$ cat src/bstk_pkg.sv
// Shared types and constants for the bounded stack
package bstk_pkg;

    // Storage geometry
    localparam int STACK_DEPTH = 16;
    localparam int DATA_W      = 32;
    localparam int ADDR_W      = $clog2(STACK_DEPTH);
    localparam int LEVEL_W     = $clog2(STACK_DEPTH + 1);

    // Pop-n count field and burst length limit
    localparam int CNT_W       = 5;
    localparam int MAX_RESULTS = 16;
    localparam int CMP_W       = (LEVEL_W > CNT_W) ? LEVEL_W : CNT_W;

    // Input beat layout
    localparam int ACT_W       = 3;
    localparam int IN_W        = 40;
    localparam int STAT_W      = 2;

    typedef enum logic [ACT_W-1:0] {
        ACT_PUSH      = 3'd0,
        ACT_POP       = 3'd1,
        ACT_POP_N     = 3'd2,
        ACT_PEEK_TOP  = 3'd3,
        ACT_PEEK_BOT  = 3'd4,
        ACT_DUMP      = 3'd5
    } act_t;

    typedef enum logic [STAT_W-1:0] {
        STAT_OK       = 2'd0,
        STAT_OVERFLOW = 2'd1,
        STAT_EMPTY    = 2'd2,
        STAT_FEW      = 2'd3
    } status_t;

    typedef enum logic {
        ST_IDLE,
        ST_BURST
    } state_t;

    // Requests from the sequencer to the stack memory
    typedef struct packed {
        logic              wr_en;
        logic [ADDR_W-1:0] waddr;
        logic [DATA_W-1:0] wdata;
        logic              rd_en;
        logic [ADDR_W-1:0] raddr;
    } ram_req_t;

endpackage

$ cat src/bstk_ram.sv
// Simple dual-port RAM, one write and one registered read per cycle
module bstk_ram #(
    parameter int WIDTH = 32,
    parameter int DEPTH = 16
) (
    input  logic                     clk,
    input  logic                     wr_en,
    input  logic [$clog2(DEPTH)-1:0] waddr,
    input  logic [WIDTH-1:0]         wdata,
    input  logic                     rd_en,
    input  logic [$clog2(DEPTH)-1:0] raddr,
    output logic [WIDTH-1:0]         rdata
);

    logic [WIDTH-1:0] mem [DEPTH];
    logic [WIDTH-1:0] rdata_reg;

    // Write port
    always_ff @(posedge clk)
    begin
        if (wr_en)
        begin
            mem[waddr] <= wdata;
        end
    end

    // Read port; data holds until the next read
    always_ff @(posedge clk)
    begin
        if (rd_en)
        begin
            rdata_reg <= mem[raddr];
        end
    end

    assign rdata = rdata_reg;

endmodule

$ cat src/bstk_seq.sv
// Action decode, fill level, read burst sequencing and output register
module bstk_seq (
    input  logic                          clk,
    input  logic                          rst_n,
    input  logic                          in_valid,
    output logic                          in_ready,
    input  logic [bstk_pkg::IN_W-1:0]     in_data,
    output logic                          out_valid,
    input  logic                          out_ready,
    output logic [bstk_pkg::DATA_W-1:0]   out_value,
    output logic [bstk_pkg::STAT_W-1:0]   out_status,
    output logic                          out_last,
    output bstk_pkg::ram_req_t            ram_req,
    input  logic [bstk_pkg::DATA_W-1:0]   ram_rdata
);

    bstk_pkg::state_t                 state_reg, state_next;
    logic [bstk_pkg::LEVEL_W-1:0]     level_reg, level_next;
    logic [bstk_pkg::CNT_W-1:0]       rem_reg, rem_next;
    logic [bstk_pkg::ADDR_W-1:0]      addr_reg, addr_next;
    logic                             ovalid_reg, ovalid_next;
    logic [bstk_pkg::DATA_W-1:0]      ovalue_reg, ovalue_next;
    bstk_pkg::status_t                ostat_reg, ostat_next;
    logic                             olast_reg, olast_next;

    logic                             in_fire;
    logic                             out_free;
    logic                             start_burst;
    bstk_pkg::act_t                   act;
    logic [bstk_pkg::DATA_W-1:0]      push_value;
    logic [bstk_pkg::CNT_W-1:0]       pop_count;
    logic [bstk_pkg::CMP_W-1:0]       cnt_x;
    logic [bstk_pkg::CMP_W-1:0]       lvl_x;
    logic                             full;
    logic                             empty;
    logic                             under3;

    // Field unpacking
    assign act        = bstk_pkg::act_t'(in_data[bstk_pkg::ACT_W-1:0]);
    assign push_value = in_data[bstk_pkg::ACT_W +: bstk_pkg::DATA_W];
    assign pop_count  = in_data[bstk_pkg::ACT_W + bstk_pkg::DATA_W +: bstk_pkg::CNT_W];

    assign cnt_x  = bstk_pkg::CMP_W'(pop_count);
    assign lvl_x  = bstk_pkg::CMP_W'(level_reg);
    assign full   = (level_reg == bstk_pkg::LEVEL_W'(bstk_pkg::STACK_DEPTH));
    assign empty  = (level_reg == '0);
    assign under3 = (level_reg < bstk_pkg::LEVEL_W'(3));

    assign out_free = !ovalid_reg || out_ready;
    assign in_fire  = in_valid && in_ready;

    // Handshake outputs
    always_comb
    begin
        in_ready   = (state_reg == bstk_pkg::ST_IDLE) && out_free;
        out_valid  = ovalid_reg;
        out_value  = ovalue_reg;
        out_status = ostat_reg;
        out_last   = olast_reg;
    end

    // Next state
    always_comb
    begin
        state_next = state_reg;
        unique case (state_reg)
            bstk_pkg::ST_IDLE:
            begin
                if (start_burst)
                begin
                    state_next = bstk_pkg::ST_BURST;
                end
            end
            bstk_pkg::ST_BURST:
            begin
                if (out_free && (rem_reg == bstk_pkg::CNT_W'(1)))
                begin
                    state_next = bstk_pkg::ST_IDLE;
                end
            end
            default: state_next = bstk_pkg::ST_IDLE;
        endcase
    end

    // Datapath: decode, memory requests, level and result register
    always_comb
    begin
        level_next   = level_reg;
        rem_next     = rem_reg;
        addr_next    = addr_reg;
        ovalid_next  = ovalid_reg && !out_ready;
        ovalue_next  = ovalue_reg;
        ostat_next   = ostat_reg;
        olast_next   = olast_reg;
        start_burst  = 1'b0;
        ram_req      = '0;
        ram_req.wdata = push_value;
        ram_req.waddr = bstk_pkg::ADDR_W'(level_reg);

        if (in_fire)
        begin
            unique case (act)
                bstk_pkg::ACT_PUSH:
                begin
                    ovalid_next = 1'b1;
                    ovalue_next = '0;
                    olast_next  = 1'b1;
                    if (full)
                    begin
                        ostat_next = bstk_pkg::STAT_OVERFLOW;
                    end
                    else
                    begin
                        ostat_next    = bstk_pkg::STAT_OK;
                        ram_req.wr_en = 1'b1;
                        level_next    = level_reg + bstk_pkg::LEVEL_W'(1);
                    end
                end
                bstk_pkg::ACT_POP:
                begin
                    if (empty)
                    begin
                        ovalid_next = 1'b1;
                        ovalue_next = '0;
                        ostat_next  = bstk_pkg::STAT_EMPTY;
                        olast_next  = 1'b1;
                    end
                    else
                    begin
                        ram_req.rd_en = 1'b1;
                        ram_req.raddr = bstk_pkg::ADDR_W'(level_reg - bstk_pkg::LEVEL_W'(1));
                        level_next    = level_reg - bstk_pkg::LEVEL_W'(1);
                        rem_next      = bstk_pkg::CNT_W'(1);
                        start_burst   = 1'b1;
                    end
                end
                bstk_pkg::ACT_POP_N:
                begin
                    if ((cnt_x == '0) || (cnt_x > bstk_pkg::CMP_W'(bstk_pkg::MAX_RESULTS))
                        || (cnt_x > lvl_x))
                    begin
                        ovalid_next = 1'b1;
                        ovalue_next = '0;
                        ostat_next  = bstk_pkg::STAT_FEW;
                        olast_next  = 1'b1;
                    end
                    else
                    begin
                        ram_req.rd_en = 1'b1;
                        ram_req.raddr = bstk_pkg::ADDR_W'(level_reg - bstk_pkg::LEVEL_W'(1));
                        addr_next     = bstk_pkg::ADDR_W'(level_reg - bstk_pkg::LEVEL_W'(2));
                        level_next    = bstk_pkg::LEVEL_W'(lvl_x - cnt_x);
                        rem_next      = pop_count;
                        start_burst   = 1'b1;
                    end
                end
                bstk_pkg::ACT_PEEK_TOP,
                bstk_pkg::ACT_PEEK_BOT:
                begin
                    if (under3)
                    begin
                        ovalid_next = 1'b1;
                        ovalue_next = '0;
                        ostat_next  = bstk_pkg::STAT_FEW;
                        olast_next  = 1'b1;
                    end
                    else
                    begin
                        ram_req.rd_en = 1'b1;
                        ram_req.raddr = (act == bstk_pkg::ACT_PEEK_TOP)
                                      ? bstk_pkg::ADDR_W'(level_reg - bstk_pkg::LEVEL_W'(3))
                                      : bstk_pkg::ADDR_W'(2);
                        rem_next      = bstk_pkg::CNT_W'(1);
                        start_burst   = 1'b1;
                    end
                end
                bstk_pkg::ACT_DUMP:
                begin
                    if (empty)
                    begin
                        ovalid_next = 1'b1;
                        ovalue_next = '0;
                        ostat_next  = bstk_pkg::STAT_EMPTY;
                        olast_next  = 1'b1;
                    end
                    else
                    begin
                        ram_req.rd_en = 1'b1;
                        ram_req.raddr = bstk_pkg::ADDR_W'(level_reg - bstk_pkg::LEVEL_W'(1));
                        addr_next     = bstk_pkg::ADDR_W'(level_reg - bstk_pkg::LEVEL_W'(2));
                        rem_next      = (lvl_x >= bstk_pkg::CMP_W'(bstk_pkg::MAX_RESULTS))
                                      ? bstk_pkg::CNT_W'(bstk_pkg::MAX_RESULTS)
                                      : bstk_pkg::CNT_W'(lvl_x);
                        start_burst   = 1'b1;
                    end
                end
                default:
                begin
                    // unused action codes are dropped
                end
            endcase
        end
        else if ((state_reg == bstk_pkg::ST_BURST) && out_free)
        begin
            // hand over the word last read, fetch the next one below it
            ovalid_next = 1'b1;
            ovalue_next = ram_rdata;
            ostat_next  = bstk_pkg::STAT_OK;
            olast_next  = (rem_reg == bstk_pkg::CNT_W'(1));
            rem_next    = rem_reg - bstk_pkg::CNT_W'(1);
            if (rem_reg != bstk_pkg::CNT_W'(1))
            begin
                ram_req.rd_en = 1'b1;
                ram_req.raddr = addr_reg;
                addr_next     = addr_reg - bstk_pkg::ADDR_W'(1);
            end
        end
    end

    // Control registers
    always_ff @(posedge clk or negedge rst_n)
    begin
        if (!rst_n)
        begin
            state_reg  <= bstk_pkg::ST_IDLE;
            level_reg  <= '0;
            rem_reg    <= '0;
            ovalid_reg <= 1'b0;
        end
        else
        begin
            state_reg  <= state_next;
            level_reg  <= level_next;
            rem_reg    <= rem_next;
            ovalid_reg <= ovalid_next;
        end
    end

    // Payload registers
    always_ff @(posedge clk)
    begin
        addr_reg   <= addr_next;
        ovalue_reg <= ovalue_next;
        ostat_reg  <= ostat_next;
        olast_reg  <= olast_next;
    end

`ifndef NO_ASSERTIONS
    a_level_bound: assert property (@(posedge clk) disable iff (!rst_n)
        level_reg <= bstk_pkg::LEVEL_W'(bstk_pkg::STACK_DEPTH))
        else $error("fill level beyond stack depth");

    a_burst_rem: assert property (@(posedge clk) disable iff (!rst_n)
        (state_reg == bstk_pkg::ST_BURST) |-> (rem_reg != '0))
        else $error("burst running with nothing left to send");

    a_burst_end: assert property (@(posedge clk) disable iff (!rst_n)
        ((state_reg == bstk_pkg::ST_BURST) && out_free && (rem_reg == bstk_pkg::CNT_W'(1)))
        |=> ((state_reg == bstk_pkg::ST_IDLE) && ovalid_reg && olast_reg))
        else $error("final beat of burst not marked last");

    a_push_level: assert property (@(posedge clk) disable iff (!rst_n)
        (in_fire && (act == bstk_pkg::ACT_PUSH) && !full)
        |=> (level_reg == $past(level_reg) + bstk_pkg::LEVEL_W'(1)))
        else $error("push did not raise fill level");
`endif

endmodule

$ cat src/bounded_stack_with_peek_top.sv
// Bounded LIFO stack of signed 32-bit words with peeks and burst reads.
// Input channel s_*: one beat per action (push, pop, pop n, peek third from
// top, peek third from bottom, dump). Output channel m_*: result beats, each
// with the word on m_tdata, the status on m_tuser and m_tlast on the final
// beat of the action. Unused action codes are taken and give no beat.
// Push and error results are registered in the accept cycle and appear in the
// next cycle. Pop, pop n, peeks and dump read the stack memory, whose read
// port is registered: each word passes the memory read register and then the
// output register. While m_tready is high, the single memory read port sets
// the one-word-per-cycle burst rate.
// s_tready is low while a burst is running and while the output register
// holds a beat that is not being taken. When m_tready is low the output beat
// holds and the burst pauses; nothing is lost. Reset empties the stack at
// once; stored words need no clearing since only pushed entries are read.
module bounded_stack_with_peek_top (
    input  logic        clk,
    input  logic        rst_n,
    input  logic        s_tvalid,
    output logic        s_tready,
    input  logic [39:0] s_tdata,   // action[2:0], push_value[34:3], pop_count[39:35]
    output logic        m_tvalid,
    input  logic        m_tready,
    output logic [31:0] m_tdata,   // read_value[31:0]
    output logic [1:0]  m_tuser,   // status[1:0]
    output logic        m_tlast
);

    bstk_pkg::ram_req_t                ram_req;
    logic [bstk_pkg::DATA_W-1:0]       ram_rdata;

    // Sequencer
    bstk_seq u_seq (
        .clk        (clk),
        .rst_n      (rst_n),
        .in_valid   (s_tvalid),
        .in_ready   (s_tready),
        .in_data    (s_tdata),
        .out_valid  (m_tvalid),
        .out_ready  (m_tready),
        .out_value  (m_tdata),
        .out_status (m_tuser),
        .out_last   (m_tlast),
        .ram_req    (ram_req),
        .ram_rdata  (ram_rdata)
    );

    // Stack storage
    bstk_ram #(
        .WIDTH (bstk_pkg::DATA_W),
        .DEPTH (bstk_pkg::STACK_DEPTH)
    ) u_ram (
        .clk   (clk),
        .wr_en (ram_req.wr_en),
        .waddr (ram_req.waddr),
        .wdata (ram_req.wdata),
        .rd_en (ram_req.rd_en),
        .raddr (ram_req.raddr),
        .rdata (ram_rdata)
    );

endmodule

$ cat config.mk
export PLATFORM = sky130hd
export DESIGN_NAME = bounded_stack_with_peek_top
export DESIGN_NICKNAME = d
export VERILOG_FILES = /design/src/bstk_pkg.sv /design/src/bstk_ram.sv /design/src/bstk_seq.sv /design/src/bounded_stack_with_peek_top.sv
export SDC_FILE = /design/constraint.sdc
export NUM_CORES = 1
export LEC_CHECK = 0
export BUFFER_PORTS_ARGS = -buffer_cell sky130_fd_sc_hd__buf_2
export CAP_MARGIN = 40
export CORE_UTILIZATION = 38
export DETAILED_ROUTE_END_ITERATION = 10
export PLACE_DENSITY = 0.54
export SETUP_SLACK_MARGIN = 0.2
export SLEW_MARGIN = 5
export SYNTH_ARGS = -nofsm -noshare
export SYNTH_HDL_FRONTEND = slang
export SYNTH_SLANG_ARGS = --single-unit
$ cat constraint.sdc
create_clock -name clk -period 11.7 [get_ports clk]
set_input_delay 2.34 -clock clk [delete_from_list [all_inputs] [get_ports clk]]
set_output_delay 2.34 -clock clk [all_outputs]
set_load 0.05 [all_outputs]
==> flow_metrics.env, run 1 <==
export IMPL_status="finished clean"
export IMPL_final_area_mm2=0.02771
export IMPL_end_kind="register"
export IMPL_grtUsageMet2_pct=31.02
export IMPL_pin_count=81
export IMPL_total_power_mw=6.605
export IMPL_cts_setup_buffers=0
export IMPL_fp_dieArea_mm2=0.06521
export IMPL_cts_buffers=60
export IMPL_synth_xor_area_share_pct=0.4668
export IMPL_setup_worst_path_start="s_tdata[37]"
export IMPL_p_seq_share_pct=40.6
export IMPL_use_met3_pct=3.284
export IMPL_crit_required_ns=12.16
export IMPL_switching_share_pct=34.51
export IMPL_cp_arrival_ns=6.43
export IMPL_synth_compound_area_share_pct=11.80
export IMPL_path_buf_inv=4
export IMPL_hp_start="u_ram.rdata[17]"
export IMPL_fin_skew_ns=0.02551
export IMPL_slew_headroom_pct=26.31
export IMPL_ir_drop_v=0.0002213
export IMPL_synth_area_per_cell_um2=15.35
export IMPL_yosys_mux_area_fraction_pct=2.667
export IMPL_ff_latch_area_mm2=0.01781
export IMPL_clock_sinks=595
export IMPL_io_buffers=80
export IMPL_drt_iter0_drc=1122
export IMPL_synthAdderAreaFrac_pct=0.9540
export IMPL_die_h_um=255.4
export IMPL_fin_crit_sh_pct=51.00
export IMPL_hold_violations=0
export IMPL_netlist_top_cells_area="edfxtp_1 72%, nand2_1 2.9%, a221o_1 2.7%"
export IMPL_area_growth_pct=13.59
export IMPL_synth_top_family_by_area="compound AO/OA/AOI/OAI gates"
export IMPL_top_usage_layer="met2"
export IMPL_synth_edf_count=583
export IMPL_cts_root_buf="clkbuf_16"
export IMPL_wl_mm=61.73
export IMPL_critPathSlowestCell="buf_4"
export IMPL_rsz0062_at_grt="no"
export IMPL_finalSetupViolCount=0
export IMPL_firstDrtPassIters=5
export IMPL_dp_cells=2436
export IMPL_routed_via_density=5.531
export IMPL_cts_resized=0
export IMPL_finalSetupTns_ns=0
export IMPL_drive_gt1_share_pct=13.40
export IMPL_syn_inst=1589
export IMPL_switching_power_mw=2.279
export IMPL_post_layout_nonfiller_instances=2549
export IMPL_ys_seq_area_share_pct=73.00
export IMPL_met1_usage_pct=25.20
export IMPL_fin_util_pct=43.84
export IMPL_clock_latency_ns=0.64
export IMPL_dp_hpwl_mm=30.48
export IMPL_r2r_start="u_seq.level_reg[0]"
export IMPL_comb_power_share_pct=31.5
export IMPL_post_place_ws_ns=5.132
export IMPL_finalWeightedCongestion=0.8580
export IMPL_synth_flop_cell="edfxtp_1"
export IMPL_async_reset_ff_share_pct=2.017
export IMPL_hp_class="reg -> reg"
export IMPL_synth_warnings=0
export IMPL_whs_ns=0.5338
export IMPL_fill_cells=5628
export IMPL_grt_pass1_vias=13885
export IMPL_dieWidth_um=255.4
export IMPL_worstPathMaxFanout=184
export IMPL_synth_distinct_cells=62
export IMPL_antenna_found_initial=3
export IMPL_routedWlPerCell_um=24.22
export IMPL_cts_tree="built"
export IMPL_worst_pin_slew_ns=1.105
export IMPL_synth_area_leader_cell="edfxtp_1"
export IMPL_finalWorstSetupSlack_ns=5.733
export IMPL_placed_cell_area_mm2=0.02583
export IMPL_hold_buffers=0
export IMPL_yosys_cell_count_top_type="edfxtp_1"
export IMPL_drc=0
export IMPL_cts_buffer_depth=3
export IMPL_antenna_left=0
export IMPL_crit_path_cell_trace="buf_2 > inv_1 > ha_1 > o211ai_1 > a21oi_1 > o211ai_2 > o211ai_4 > buf_12 > buf_4 > a221oi_1 > or4bb_1 > o2111ai_1"
export IMPL_ys_top_cells_by_count="583 x edfxtp_1, 186 x nand2_1, 117 x a21oi_1"
export IMPL_clkPwrFrac_pct=27.9
export IMPL_syn_cell_area_mm2=0.02439
export IMPL_path_class="in -> reg"
export IMPL_track_usage_pct=18.65
export IMPL_globalRouteOverflowTotal=0
export IMPL_synth_seq_cells=595
export IMPL_fmax_ghz=0.1676
export IMPL_yosys_area_share_simple_pct=8.509
export IMPL_max_cap_viol_count=0
export IMPL_nNetsFinal=1714
export IMPL_pwr_density_cell_mw_per_mm2=238.4
export IMPL_p_leak_nw=9.029
export IMPL_path_delay_family="buffers and inverters"
export IMPL_fin_crit_ns=5.967
export IMPL_synth_top_area_share_pct=71.77
export IMPL_initial_utilization_pct=38.60
export IMPL_grt_max_degree=185
export IMPL_htreeDepth=2
export IMPL_vias=14098
export IMPL_start_kind="primary input"
export IMPL_power_internal_mw=4.326
export IMPL_path_clk_slew_ns=0.06
export IMPL_slew_viol_final=0
export IMPL_syn_nets=1651
export IMPL_slowest_delay_ns=0.85
export IMPL_grt_first_pass_wirelength_mm=90.60
export IMPL_largest_reg_flops=512
export IMPL_num_rows=92
export IMPL_multi_input_area_mm2=0.006117
export IMPL_core_area_mm2=0.06320
[kinds of logic after synthesis]
logic type / after synthesis
XOR/XNOR: 13
AND/OR/NAND/NOR: 394
flip-flops: 595
multiplexers: 65
AO/OA/AOI/OAI: 368
adder cells (fa/ha/maj): 18
buffers and inverters: 136
[power by group through the flow]
| stage | combinational [mW] | clock (mW) | sequential [mW] |
|---|---|---|---|
| 6_report | 2.08 | 1.84 | 2.68 |
| 4_1_cts | 2.10 | 1.89 | 2.68 |
| 3_3_place_gp | 2.04 | 0 | 2.73 |
| 3_5_place_dp | 2.09 | 0 | 2.73 |
| 5_1_grt | 2.26 | 1.97 | 2.70 |
| 2_1_floorplan | 1.29 | 0 | 2.91 |
[layout make-up]
type                       instances  area share [%]
antenna                            1        0.009031
clock buffer                      83           5.803
clock inverter                    29          0.9664
inverter                          19          0.2574
multi-input combinational        858           22.08
sequential                       595           64.27
tap                              846           3.820
timing repair buffer             118           2.800
[layer usage]
metal / vias to the layer above / wire (um)
li1: 6414 / -
met1: 7195 / 27070
met2: 389 / 29980
met3: 96 / 3420
met4: 4 / 1238
met5: - / 23
[cells in the final DEF (no fill, tap or decap), types with 13 or more instances in the layout]
master	n
or4bb_1	30
buf_2	80
inv_1	19
a32o_1	33
and2_1	67
nor2b_1	35
a221o_1	65
a221oi_1	68
nor2_4	13
o2111ai_1	34
nand2_1	185
edfxtp_1	583
nor2_1	18
o21ai_0	13
mux2i_1	65
buf_4	32
clkbuf_16	60
ha_1	17
clkbuf_1	21
a21oi_1	117
clkinv_1	17
[final timing paths]
path	end	slack, ns	cells after the start
max reg2reg	u_ram.rdata[26]	6.71	11
max	u_ram.rdata[26]	5.73	12
max in group asynchronous	u_seq.rem_reg[0]	9.84	1
min reg2reg	u_seq.out_value[17]	0.53	1
min	u_seq.out_value[17]	0.53	1
min in group asynchronous	u_seq.level_reg[4]	1.61	1
Power figures use the tool's default switching activity.
==> run 2, diff against run 1 <==
Clock period 11.7 ns to 6 ns, I/O delays scaled along.
==> run 2 against run 1 <==
Register-to-register slack got worse by 4.9 ns. Core utilization grew 0.66 points. Cell area rose by 1.5%. Critical path depth shrank 2. Sequential share of layout area decreased by 0.96 points. Clock power grew 110%. Die area did not move. Hold slack got worse by 0.061 ns.
==> flow_metrics.env, run 2 (synthesis gave the netlist of run 1 again) <==
export IMPL_dp_hpwl_mm=34.74
export IMPL_firstDrtPassIters=5
export IMPL_post_place_ws_ns=1.406
export IMPL_vias=14445
export IMPL_pwr_density_cell_mw_per_mm2=471.1
export IMPL_largest_reg_flops=512
export IMPL_routed_via_density=5.618
export IMPL_hold_violations=0
export IMPL_htreeDepth=2
export IMPL_final_common_cell="edfxtp_1"
export IMPL_nNetsFinal=1738
export IMPL_globalRouteOverflowTotal=0
export IMPL_dieWidth_um=255.4
export IMPL_track_usage_pct=19.21
export IMPL_cp_arrival_ns=4.69
export IMPL_area_growth_pct=15.31
export IMPL_dp_cells=2459
export IMPL_pin_count=81
export IMPL_hold_buffers=0
export IMPL_cts_setup_buffers=0
export IMPL_ir_drop_v=0.0002772
export IMPL_ff2ff_path_depth=10
export IMPL_cts_buffer_depth=3
export IMPL_multi_input_area_mm2=0.006117
export IMPL_fin_skew_ns=0.02850
export IMPL_worst_pin_slew_ns=0.9161
export IMPL_path_clk_slew_ns=0.06
export IMPL_grt_max_degree=74
export IMPL_whs_ns=0.4733
export IMPL_placed_cell_area_mm2=0.02611
export IMPL_finalSetupViolCount=0
export IMPL_grt_first_pass_wirelength_mm=94.41
export IMPL_fin_crit_sh_pct=70.29
export IMPL_layout_common_cells="583 x edfxtp_1, 185 x nand2_1, 117 x a21oi_1, 80 x buf_2, 68 x a221oi_1"
export IMPL_die_h_um=255.4
export IMPL_drt_iter0_drc=1323
export IMPL_max_cap_viol_count=0
export IMPL_regToRegSetupSlack_ns=1.78
export IMPL_cts_resized=0
export IMPL_routedWlPerCell_um=24.63
export IMPL_clock_latency_ns=0.63
export IMPL_core_area_mm2=0.06320
export IMPL_wl_mm=63.32
export IMPL_antenna_found_initial=6
export IMPL_drc=0
export IMPL_status="finished clean"
export IMPL_crit_required_ns=6.47
export IMPL_cts_tree="built"
export IMPL_antenna_left=0
export IMPL_post_layout_nonfiller_instances=2571
export IMPL_cts_root_buf="clkbuf_16"
export IMPL_ff_latch_area_mm2=0.01781
export IMPL_rsz0062_at_grt="no"
export IMPL_finalSetupTns_ns=0
export IMPL_initial_utilization_pct=38.60
export IMPL_end_kind="register"
export IMPL_io_buffers=80
export IMPL_num_rows=92
export IMPL_slew_viol_final=0
export IMPL_fp_dieArea_mm2=0.06521
export IMPL_drive_gt1_share_pct=15.21
export IMPL_finalWorstSetupSlack_ns=1.783
export IMPL_hp_class="in -> async"
export IMPL_path_class="reg -> reg"
export IMPL_fmax_ghz=0.2371
export IMPL_cts_buffers=61
export IMPL_clock_sinks=595
export IMPL_finalWeightedCongestion=0.8209
export IMPL_worstPathMaxFanout=43
export IMPL_slew_headroom_pct=38.92
export IMPL_total_power_mw=13.25
export IMPL_final_area_mm2=0.02813
export IMPL_fill_cells=5590
export IMPL_p_leak_nw=9.259
export IMPL_start_kind="register"
export IMPL_grt_pass1_vias=14293
export IMPL_fin_util_pct=44.51
export IMPL_fin_crit_ns=4.217
## run 2: worst max-delay path, cell delays in order (launching register included)
cell	delay, ns
dfrtp_1	0.62
inv_1	0.28
ha_1	0.48
a32o_1	0.33
a22oi_4	0.16
buf_4	0.46
o211a_4	0.69
buf_4	0.45
a21oi_1	0.12
a221o_1	0.33
o2111ai_1	0.11
## run 2: final timing paths
kind,start,end
worst max-delay path,u_seq.level_reg[0],u_ram.rdata[24]
worst min-delay path,rst_n,u_seq.out_valid
worst max register to register,u_seq.level_reg[0],u_ram.rdata[24]
worst min register to register,u_ram.rdata[28],u_seq.out_value[28]
max in group asynchronous,rst_n,u_seq.level_reg[0]
min in group clk,u_ram.rdata[28],u_seq.out_value[28]
## run 2: report_power, final
part	total, mW	switching [mW]	internal (mW)
clock network	3.83	1.59	2.24
logic	4.18	2.76	1.42
registers	5.24	0.182	5.06
total	13.3	4.53	8.72
## run 2: cell type report
type	instances	area share (%)
diodes	2	0.01779
clock buffers	73	5.587
clock inverters	37	1.557
inverters	19	0.2536
multi-input cells	858	21.75
flip-flops and latches	595	63.31
well taps	846	3.763
repair buffers	141	3.763
## run 2: routing by layer
| layer | up-vias | track usage, % | routed length [um] |
|---|---|---|---|
| li1 | 6458 | - | - |
| met1 | 7447 | 27.08 | 28750 |
| met2 | 430 | 30.60 | 29910 |
| met3 | 104 | 3.284 | 3338 |
| met4 | 6 | 5.238 | 1276 |
| met5 | - | 0 | 43 |
==> run 3, diff against run 2 <==
Clock period 6 ns to 4 ns, I/O delays scaled along.
==> run 3 against run 2 <==
Critical path depth did not move. Final cell count rose by 1.4%. Sequential power rose by 49%. Fmax rose by 23%. Flip-flop and latch count did not move. Core utilization rose by 0.76 points. Routed wire length fell by 0.91%. Via count fell by 0.60%. Sequential share of layout area fell by 1.1 points. Global-route usage barely moved. Clock-buffer cell count rose by 16. Critical endpoint is now u_ram.rdata[7].
==> flow_metrics.env, run 3 (synthesis gave the netlist of run 1 again) <==
export IMPL_vias=14359
export IMPL_layout_common_cells="583 x edfxtp_1, 185 x nand2_1, 117 x a21oi_1, 80 x buf_2, 70 x clkbuf_16"
export IMPL_worstPathMaxFanout=28
export IMPL_cts_tree="built"
export IMPL_ir_drop_v=0.0004010
export IMPL_firstDrtPassIters=5
export IMPL_ff2ff_path_depth=10
export IMPL_finalWeightedCongestion=0.8235
export IMPL_drc=0
export IMPL_track_usage_pct=19.21
export IMPL_fill_cells=5503
export IMPL_end_kind="register"
export IMPL_status="finished clean"
export IMPL_cts_root_buf="clkbuf_16"
export IMPL_timing_rr_end="u_ram.rdata[7]"
export IMPL_largest_reg_flops=512
export IMPL_max_cap_viol_count=0
export IMPL_r2r_start="u_seq.level_reg[0]"
export IMPL_fin_crit_sh_pct=85.95
export IMPL_regToRegSetupSlack_ns=0.56
export IMPL_grt_first_pass_wirelength_mm=93.19
export IMPL_fin_crit_ns=3.438
export IMPL_initial_utilization_pct=38.60
export IMPL_final_common_cell="edfxtp_1"
export IMPL_post_layout_nonfiller_instances=2608
export IMPL_globalRouteOverflowTotal=0
export IMPL_antenna_left=0
export IMPL_io_buffers=80
export IMPL_hold_violations=0
export IMPL_slew_viol_final=0
export IMPL_htreeDepth=3
export IMPL_finalSetupTns_ns=0
export IMPL_finalSetupViolCount=0
export IMPL_clock_sinks=595
export IMPL_hold_buffers=0
export IMPL_routed_via_density=5.506
export IMPL_fmax_ghz=0.2909
export IMPL_pwr_density_cell_mw_per_mm2=704.9
export IMPL_path_clk_slew_ns=0.06
export IMPL_fp_dieArea_mm2=0.06521
export IMPL_fin_skew_ns=0.01860
export IMPL_hp_class="in -> async"
export IMPL_grt_pass1_vias=14366
export IMPL_die_h_um=255.4
export IMPL_num_rows=92
export IMPL_post_place_ws_ns=0.1512
export IMPL_diodes=0
export IMPL_cts_setup_buffers=0
export IMPL_cts_resized=0
export IMPL_finalWorstSetupSlack_ns=0.5621
export IMPL_crit_required_ns=4.42
export IMPL_dp_cells=2491
export IMPL_rsz0062_at_grt="no"
export IMPL_start_kind="register"
export IMPL_drt_iter0_drc=1177
export IMPL_cts_buffer_depth=3
export IMPL_dp_hpwl_mm=35.08
export IMPL_area_growth_pct=17.26
export IMPL_cp_arrival_ns=3.86
export IMPL_drive_gt1_share_pct=16.80
export IMPL_wl_mm=62.75
export IMPL_slew_headroom_pct=44.01
export IMPL_pin_count=81
export IMPL_path_class="reg -> reg"
export IMPL_dieWidth_um=255.4
export IMPL_worst_pin_slew_ns=0.8361
export IMPL_core_area_mm2=0.06320
export IMPL_routedWlPerCell_um=24.06
export IMPL_cts_buffers=66
export IMPL_nNetsFinal=1775
export IMPL_antenna_found_initial=4
export IMPL_grt_max_degree=65
export IMPL_p_leak_nw=9.476
export IMPL_clock_latency_ns=0.59
-- run 3: cell type report --
| cell class | count | area, um2 | area share [%] |
|---|---|---|---|
| Clock buffer | 89 | 1823 | 6.373 |
| Clock inverter | 28 | 254.0 | 0.8879 |
| Inverter | 19 | 71.32 | 0.2493 |
| Multi-Input combinational cell | 858 | 6142 | 21.47 |
| Timing Repair Buffer | 173 | 1449 | 5.065 |
| Sequential cell | 595 | 17810 | 62.25 |
| Tap cell | 846 | 1059 | 3.700 |
-- run 3: worst max path at each step --
stage	start	to	slack [ns]	cells past startpoint
finish	u_seq.level_reg[0]	u_ram.rdata[7]	0.56	10
global route	u_seq.level_reg[2]	u_ram.rdata[1]	0.33	10
CTS	u_seq.rem_reg[1]	u_ram.rdata[15]	0.55	11
detailed placement	s_tdata[37]	u_ram.rdata[8]	0.15	11
global placement	s_tdata[37]	u_ram.rdata[30]	0.19	11
floorplan	m_tready	u_ram.mem[14][0]	-0.18	6
-- run 3: power by group --
group | internal [mW] | total, mW | switching, mW
clock network | 3.46 | 5.85 | 2.39
registers | 7.59 | 7.82 | 0.232
logic | 2.31 | 6.49 | 4.18
-- run 3: stage by stage --
| step | instance area, um2 | total power [mW] | hold WS [ns] | utilization, % |
|---|---|---|---|---|
| after floorplan | 24410 | 12.29 | 0.5044 | - |
| after global placement | 26530 | 14.40 | 0.5235 | 41.98 |
| after detailed placement | 26530 | 14.47 | 0.5311 | 41.98 |
| after CTS | 28600 | 20.36 | 0.06950 | 45.26 |
| after global routing | 28600 | 21.10 | 0.1014 | 45.26 |
| final | 28600 | 20.16 | 0.09910 | 45.26 |
-- run 3: critical path, cell delays in order (launching register included) --
cell	delay, ns
dfrtp_1	0.37
inv_1	0.24
ha_1	0.27
nand2b_1	0.14
a21oi_1	0.14
o211ai_2	0.46
o21a_2	0.61
buf_12	0.28
a221oi_1	0.11
or4bb_1	0.52
o2111ai_1	0.10
-- run 3: metal layers --
| metal | share of wire, % | global-route usage [%] |
|---|---|---|
| met1 | 44 | 26.15 |
| met2 | 48 | 31.27 |
| met3 | 5.4 | 3.175 |
| met4 | 2.2 | 6.325 |
| met5 | 0.054 | 0 |
